[config.mk]
export PLATFORM = sky130hd
export DESIGN_NAME = dmc_mod_unit
export DESIGN_NICKNAME = d
export VERILOG_FILES = /design/src/dmc_pkg.sv /design/src/dmc_mod_unit.sv
export SDC_FILE = /design/constraint.sdc
export NUM_CORES = 1
export LEC_CHECK = 0
export ABC_AREA = 1
export CAP_MARGIN = 20
export CORE_ASPECT_RATIO = 0.6
export CORE_UTILIZATION = 40
export CTS_CLUSTER_DIAMETER = 120
export DETAILED_ROUTE_END_ITERATION = 12
export DONT_BUFFER_PORTS = 1
export PLACE_DENSITY_LB_ADDON = 0.2
export SETUP_SLACK_MARGIN = 0.2
export SKIP_CTS_REPAIR_TIMING = 1
export SYNTH_ARGS = -nofsm -noshare
export SYNTH_HDL_FRONTEND = slang
export SYNTH_SLANG_ARGS = --single-unit
[constraint.sdc]
create_clock -name clk_i -period 1.45 [get_ports clk_i]
set_clock_uncertainty 0.05 [all_clocks]
set_input_delay 0.145 -clock clk_i [delete_from_list [all_inputs] [get_ports clk_i]]
set_output_delay 0.145 -clock clk_i [all_outputs]
set_load 0.03 [all_outputs]
[src/dmc_pkg.sv]
// Shared types and constants of the depth-first maze carver.
// Depends on nothing; every other file imports it.
package dmc_pkg;

  // Grid limits.
  localparam int unsigned MaxCells = 1024;
  localparam int unsigned MaxSide  = 32;
  localparam int unsigned CellW    = 10;
  localparam int unsigned CountW   = 11;
  localparam int unsigned SideW    = 6;
  localparam int unsigned RandW    = 16;

  // Cell store entry: {mark, walls}.
  localparam int unsigned EntryW = 6;

  // Request types.
  localparam logic [1:0] REQ_START = 2'd0;
  localparam logic [1:0] REQ_STEP  = 2'd1;
  localparam logic [1:0] REQ_READ  = 2'd2;

  // Event kinds of a result beat.
  localparam logic [2:0] EV_CARVED  = 3'd0;
  localparam logic [2:0] EV_BACK    = 3'd1;
  localparam logic [2:0] EV_FINISH  = 3'd2;
  localparam logic [2:0] EV_READ    = 3'd3;
  localparam logic [2:0] EV_STARTED = 3'd4;

  // Directions, also the wall bit numbers.
  localparam logic [1:0] DIR_EAST  = 2'd0;
  localparam logic [1:0] DIR_WEST  = 2'd1;
  localparam logic [1:0] DIR_NORTH = 2'd2;
  localparam logic [1:0] DIR_SOUTH = 2'd3;

  // Cell marks.
  localparam logic [1:0] MARK_FREE  = 2'd0;
  localparam logic [1:0] MARK_STACK = 2'd1;
  localparam logic [1:0] MARK_DONE  = 2'd2;

  localparam logic [3:0] ALL_WALLS = 4'hF;

  // Configuration register indexes.
  localparam logic CFG_WIDTH  = 1'b0;
  localparam logic CFG_HEIGHT = 1'b1;

  // Remainder unit handshake.
  typedef struct packed {
    logic             start;
    logic [RandW-1:0] dividend;
    logic [SideW-1:0] divisor;
  } mod_req_t;

  typedef struct packed {
    logic             busy;
    logic [SideW-1:0] rem;
  } mod_rsp_t;

  // Sequencer states.
  typedef enum logic [4:0] {
    S_CLEAR,
    S_IDLE,
    S_QRD,
    S_QWAIT,
    S_FRD,
    S_FWAIT,
    S_COL_GO,
    S_COL_WAIT,
    S_NB,
    S_NB_CHK,
    S_PICK_GO,
    S_PICK_WAIT,
    S_CUR_RD,
    S_CUR_WR,
    S_NXT_RD,
    S_NXT_WR,
    S_BT_RD,
    S_BT_WR,
    S_POP_RD,
    S_POP_WAIT,
    S_EMIT
  } state_e;

endpackage

[src/dmc_mod_unit.sv]
// Bit-serial restoring remainder unit, one dividend bit per cycle.
// Depends on dmc_pkg for widths and the request and response structs.
module dmc_mod_unit
  import dmc_pkg::*;
(
  input  logic     clk_i,
  input  logic     rst_ni,
  input  mod_req_t req_i,
  output mod_rsp_t rsp_o
);

  localparam int unsigned CntW = $clog2(RandW);

  logic             busy_q, busy_d;
  logic [CntW-1:0]  cnt_q, cnt_d;
  logic [RandW-1:0] div_q, div_d;
  logic [SideW-1:0] dsr_q, dsr_d;
  logic [SideW-1:0] rem_q, rem_d;
  logic [SideW:0]   shifted;
  logic [SideW:0]   diff;

  // One shift, compare and subtract step per cycle.
  always_comb begin
    busy_d  = busy_q;
    cnt_d   = cnt_q;
    div_d   = div_q;
    dsr_d   = dsr_q;
    rem_d   = rem_q;
    shifted = {rem_q, div_q[RandW-1]};
    diff    = shifted - {1'b0, dsr_q};
    if (req_i.start) begin
      busy_d = 1'b1;
      cnt_d  = '0;
      div_d  = req_i.dividend;
      dsr_d  = req_i.divisor;
      rem_d  = '0;
    end else if (busy_q) begin
      if (shifted >= {1'b0, dsr_q}) begin
        rem_d = diff[SideW-1:0];
      end else begin
        rem_d = shifted[SideW-1:0];
      end
      div_d = {div_q[RandW-2:0], 1'b0};
      cnt_d = cnt_q + 1'b1;
      if (cnt_q == CntW'(RandW - 1)) begin
        busy_d = 1'b0;
      end
    end
  end

  always_ff @(posedge clk_i or negedge rst_ni) begin
    if (!rst_ni) begin
      busy_q <= 1'b0;
      cnt_q  <= '0;
      div_q  <= '0;
      dsr_q  <= '0;
      rem_q  <= '0;
    end else begin
      busy_q <= busy_d;
      cnt_q  <= cnt_d;
      div_q  <= div_d;
      dsr_q  <= dsr_d;
      rem_q  <= rem_d;
    end
  end

  assign rsp_o.busy = busy_q;
  assign rsp_o.rem  = rem_q;

endmodule

==> results.sh, run 1 <==
export IMPL_wl_per_cell_um=13.8
export IMPL_worstPathCellList="inv_2 -> ha_4 -> inv_2 -> fa_2 -> nand3_2 -> nand2_2 -> xnor2_2 -> nand2_2 -> nand3_2 -> nand2_1"
export IMPL_ys_seq_area_frac=0.466
export IMPL_syn_avg_cell_area_sq_um=8.52
export IMPL_cts_sinks=33
export IMPL_drtPass1Iterations=4
export IMPL_maxCapViolCount=0
export IMPL_tightest_slew_ns=0.774
export IMPL_synthFlopType="dfrtp_1"
export IMPL_fin_crit_ns=1.64
export IMPL_drcViolationCount=0
export IMPL_grt_remaining_overflow=0
export IMPL_core_area_sq_um=4190
export IMPL_grt_max_degree=34
export IMPL_cts_path_max_buffers=2
export IMPL_fmax_ghz=0.609
export IMPL_end_kind="flip-flop"
export IMPL_fin_cells=323
export IMPL_ant_nets=0
export IMPL_ys_top_cells_by_count="nand2_1 (59), inv_1 (38), dfrtp_1 (33), o221ai_1 (15), nand3_1 (10)"
export IMPL_root_buffer="clkbuf_8"
export IMPL_antenna_found_initial=0
export IMPL_clk_latency_ns=0.28
export IMPL_vias=1549
export IMPL_dieArea_sq_um=4710
export IMPL_critPathMaxStageDelay_ns=0.37
export IMPL_grt_pass1_vias=1329
export IMPL_clk_pin_slew_worst_paths_ns=0.07
export IMPL_numCtsBuffers=5
export IMPL_cp_slowest_cell="dfrtp_1"
export IMPL_layout_drive_gt1_share=0.335
export IMPL_synth_distinct_cells=26
export IMPL_yosysMostFrequentCell="nand2_1"
export IMPL_max_slew_margin=0.482
export IMPL_yosys_area_top_type="dfrtp_1"
export IMPL_hp_class="in -> reg"
export IMPL_io_pin_count=32
export IMPL_grt_pass1_wl_um=6390
export IMPL_cp_arrival_ns=1.76
export IMPL_violations="negative setup slack"
export IMPL_area_growth_pct=46.0
export IMPL_synth_seq_cells=33
export IMPL_rsz0062_at_grt="true"
export IMPL_cp_max_fo=2
export IMPL_nets=295
export IMPL_routabilityCongestion=0.853
export IMPL_fin_crit_sh=1.13
export IMPL_timing_final_ws_setup_ns=-0.192
export IMPL_hold_viol=0
export IMPL_fin_util=0.618
export IMPL_std_cell_rows=18
export IMPL_grt_util_all_layers=0.187
export IMPL_syn_area_sq_um=1770
export IMPL_syn_nets=241
export IMPL_synth_area_leaders="dfrtp_1 (47%), nand2_1 (12%), inv_1 (8.0%), o221ai_1 (7.4%), ha_1 (4.9%)"
export IMPL_total_power_mw=3.92
export IMPL_totalWireLength_um=4470
export IMPL_cts_tree="done"
export IMPL_setup_viol=24
export IMPL_status="finished with violations"
export IMPL_start_util=0.423
export IMPL_netlist_instances=208
export IMPL_power_density_nw_per_um2=1510
export IMPL_diodes=0
export IMPL_num_fill_cells=367
export IMPL_cp_required_ns=1.57
export IMPL_via_per_inst=4.80
export IMPL_drv_slew=0
export IMPL_dp_hpwl_um=2920
export IMPL_startpoint_type="flip-flop"
export IMPL_die_h_um=53.6
export IMPL_crit_type="reg -> reg"
export IMPL_synth_edf_count=0
export IMPL_synth_top_cell_area_share=0.466
export IMPL_synthArstFlopShare=1.00
export IMPL_p_leak_nw=1.22
export IMPL_drt_iter0_drc=67
export IMPL_place_inst=283
export IMPL_peakVddDrop_mv=0.917
export IMPL_die_x_um=88.0
export IMPL_htreeDepth=2
export IMPL_portBuffers=0
export IMPL_yosysWarnings=0
metal layers:
metal,up-vias,share of wire,GRT usage
li1,786,-,-
met2,30,0.42,0.266
met4,0,0.0058,0.0464
met1,729,0.53,0.277
met5,-,0,0
met3,4,0.038,0.0567
cell type report:
cell class,count,area [sq um],area share
tap,60,75.1,0.0290
inverter,40,155,0.0599
sequential,33,833,0.322
timing repair buffer,53,470,0.182
clock inverter,1,30.0,0.0116
multi-input combinational,129,938,0.362
clock buffer,7,86.3,0.0333
logic make-up (layout without fill, tap and decap cells):
kind of cell	after synthesis	count (layout)	share of synthesized area
AOI/OAI and AO/OA	28	28	0.122
xor gates and xnor gates	3	3	0.0148
and+or+nand+nor	90	90	0.231
buffers and inverters	46	101	0.106
DFF	33	33	0.466
adders and majority gates	8	8	0.0607
stage by stage:
step | worst slack (ns) | TNS (ns) | area [sq um] | hold WS, ns
3_5_place_dp | -0.182 | -0.843 | 2050 | -0.200
4_1_cts | -0.187 | -0.970 | 2170 | -0.502
2_1_floorplan | -0.0949 | -0.464 | 1860 | -0.201
3_3_place_gp | -0.177 | -0.805 | 2050 | -0.200
6_report | -0.192 | -3.06 | 2590 | 0.0206
5_1_grt | -0.281 | -5.71 | 2590 | 0.0213
final timing paths:
| kind | start | to | slack, ns | cells after the start |
|---|---|---|---|---|
| max | div_q[15] | rem_q[4] | -0.19 | 10 |
| min | req_i[22] | dsr_q[0] | 0.02 | 3 |
| max reg2reg | div_q[15] | rem_q[4] | -0.19 | 10 |
| min reg2reg | cnt_q[3] | busy_q | 0.49 | 1 |
| max in group asynchronous | rst_ni | rem_q[3] | 0.88 | 2 |
| min in group asynchronous | rst_ni | div_q[14] | 0.28 | 2 |
state kept, by name (all words and copies together) (netlist names):
name / count
busy_q: 1
rem_q: 6
div_q: 16
cnt_q: 4
dsr_q: 6
report_power, final:
part,internal (mW),switching (mW)
registers,1.05,0.0905
clock network,0.560,0.318
logic,0.836,1.06
total,2.45,1.47
layout by cell type, fill, tap and decap left out, types with 7 or more instances in the layout:
cell / count
buf_4: 28
dfrtp_1: 27
dlygate4sd3_1: 24
inv_1: 32
nand2_1: 46
nand2_2: 13
nand3_2: 8
nand4_1: 8
o21ai_0: 7
o221ai_1: 15
worst max-delay path: cells and delay by family (launching register included):
family / cells / cell delay, ns
xor+xnor: 1 / 0.17
fa+ha+maj: 2 / 0.49
buf+inv: 2 / 0.11
flops: 1 / 0.37
simple gates: 5 / 0.34
Note: power is estimated with default switching activity, not from simulation.
==> run 2, diff against run 1 <==
RECOVER_POWER = 25   (was default)
TNS_END_PERCENT = 50   (was default)
==> run 2 against run 1 <==
The run still ends with negative setup slack left. Die area unchanged. Worst setup slack got worse by 0.015 ns. Power is 1.6% lower. Sequential share of layout area is 0.38 points higher. Sequential cell count did not move. Non-clock buffer count down 1. First-iteration DRC count is 7.5% higher. Critical path depth stayed put. Cell count down 0.31%. Combinational power about the same. Count of clock-buffer cells in the layout unchanged. Fmax is 0.93% lower. Critical endpoint unchanged.
==> results.sh, run 2 (synthesis results as in run 1) <==
export IMPL_status="finished with violations"
export IMPL_violations="negative setup slack"
export IMPL_core_area_sq_um=4190
export IMPL_cp_startpoint="div_q[15]"
export IMPL_rsz0062_at_grt="true"
export IMPL_drcViolationCount=0
export IMPL_cp_max_fo=2
export IMPL_largestRegisters="div_q: 16 flops, dsr_q: 6 flops, rem_q: 6 flops"
export IMPL_clk_latency_ns=0.29
export IMPL_root_buffer="clkbuf_8"
export IMPL_start_util=0.423
export IMPL_numCtsBuffers=5
export IMPL_holdWs_ns=0.000148
export IMPL_fin_crit_ns=1.66
export IMPL_min_delay_start="req_i[22]"
export IMPL_rr_startpoint="div_q[15]"
export IMPL_layout_cells_most_common_list="nand2_1 (48), inv_1 (31), dfrtp_1 (28)"
export IMPL_end_kind="flip-flop"
export IMPL_clk_pin_slew_worst_paths_ns=0.07
export IMPL_die_h_um=53.6
export IMPL_via_per_inst=4.81
export IMPL_peakVddDrop_mv=0.815
export IMPL_largest_register="div_q"
export IMPL_ant_nets=0
export IMPL_dieArea_sq_um=4710
export IMPL_layout_drive_gt1_share=0.324
export IMPL_layout_commonest_cell="nand2_1"
export IMPL_cp_required_ns=1.59
export IMPL_grt_pass1_vias=1327
export IMPL_antenna_found_initial=0
export IMPL_placed_area_sq_um=2070
export IMPL_timing_final_ws_setup_ns=-0.207
export IMPL_critPathMaxStageDelay_ns=0.38
export IMPL_largest_reg_flops=16
export IMPL_dp_hpwl_um=2900
export IMPL_rrSetupSlack_ns=-0.21
export IMPL_portBuffers=0
export IMPL_tns_ns=-0.798
export IMPL_io_pin_count=32
export IMPL_p_leak_nw=1.22
export IMPL_cts_tree="done"
export IMPL_vias=1548
export IMPL_nets=294
export IMPL_drtPass1Iterations=4
export IMPL_diodes=0
export IMPL_drt_iter0_drc=72
export IMPL_worst_path_buf_inv=2
export IMPL_place_inst=285
export IMPL_fin_crit_sh=1.14
export IMPL_wl_per_cell_um=14.1
export IMPL_max_slew_margin=0.387
export IMPL_std_cell_rows=18
export IMPL_grt_util_all_layers=0.194
export IMPL_grt_max_degree=34
export IMPL_crit_family="adder cells"
export IMPL_fin_cells=322
export IMPL_post_route_cell_area_sq_um=2550
export IMPL_maxCapViolCount=0
export IMPL_grt_pass1_wl_um=6460
export IMPL_routabilityCongestion=0.891
export IMPL_crit_type="reg -> reg"
export IMPL_area_growth_pct=44.1
export IMPL_cp_arrival_ns=1.79
export IMPL_startpoint_type="flip-flop"
export IMPL_power_density_nw_per_um2=1510
export IMPL_fin_util=0.610
export IMPL_hp_class="in -> reg"
export IMPL_worstPathCellList="inv_2 -> ha_4 -> inv_2 -> fa_2 -> nand3_2 -> nand2_2 -> xnor2_2 -> nand2_1 -> nand3_2 -> nand2_1"
export IMPL_cts_path_max_buffers=2
export IMPL_fmax_ghz=0.603
export IMPL_die_x_um=88.0
export IMPL_drv_slew=0
export IMPL_htreeDepth=2
export IMPL_setup_viol=6
export IMPL_cp_slowest_cell="dfrtp_1"
export IMPL_num_fill_cells=375
export IMPL_grt_remaining_overflow=0
export IMPL_cts_sinks=33
export IMPL_tightest_slew_ns=0.916
export IMPL_totalWireLength_um=4540
export IMPL_hold_viol=0
## run 2: cell type report
class | count | area [sq um] | share of cell area
Clock buffer | 7 | 96.3 | 0.0377
Multi-Input combinational cell | 129 | 938 | 0.367
Sequential cell | 33 | 832 | 0.326
Tap cell | 60 | 75.1 | 0.0294
Timing Repair Buffer | 52 | 455 | 0.178
Clock inverter | 1 | 5.00 | 0.00196
Inverter | 40 | 153 | 0.0597
## run 2: path summary, 6_finish.rpt
| kind | to | depth (start not counted) |
|---|---|---|
| min | rem_q[4] | 3 |
| max in group asynchronous | rem_q[3] | 2 |
| min in group asynchronous | dsr_q[0] | 2 |
| min reg2reg | busy_q | 1 |
| max reg2reg | rem_q[4] | 10 |
| max | rem_q[4] | 10 |
## run 2: worst register-to-register path: stages (launching register included)
cell     delay (ns)
dfrtp_1        0.38
inv_2          0.07
ha_4           0.12
inv_2          0.04
fa_2           0.38
nand3_2        0.09
nand2_2        0.08
xnor2_2        0.15
nand2_1        0.08
nand3_2        0.06
nand2_1        0.05
## run 2: power breakdown
part	switching [mW]	internal [mW]	leakage (nW)
combinational	1.06	0.865	0.766
sequential	0.0946	1.05	0.402
clock	0.356	0.429	0.0542
## run 2: layer usage
metal / GRT usage / part of all wire / vias to the layer above / wire (um)
li1: - / - / 792 / -
met5: 0 / 0 / - / 0
met1: 0.292 / 0.53 / 726 / 2420
met3: 0.0583 / 0.037 / 7 / 166
met4: 0.0738 / 0.012 / 0 / 55
met2: 0.257 / 0.42 / 23 / 1900
## run 2: metrics by stage
stage                     worst slack [ns]  total power, mW
after global routing                -0.300             4.10
after detailed placement            -0.176             2.68
after CTS                           -0.196             3.48
final                               -0.207             3.86
after floorplan                    -0.0949             2.22
after global placement              -0.184             2.68
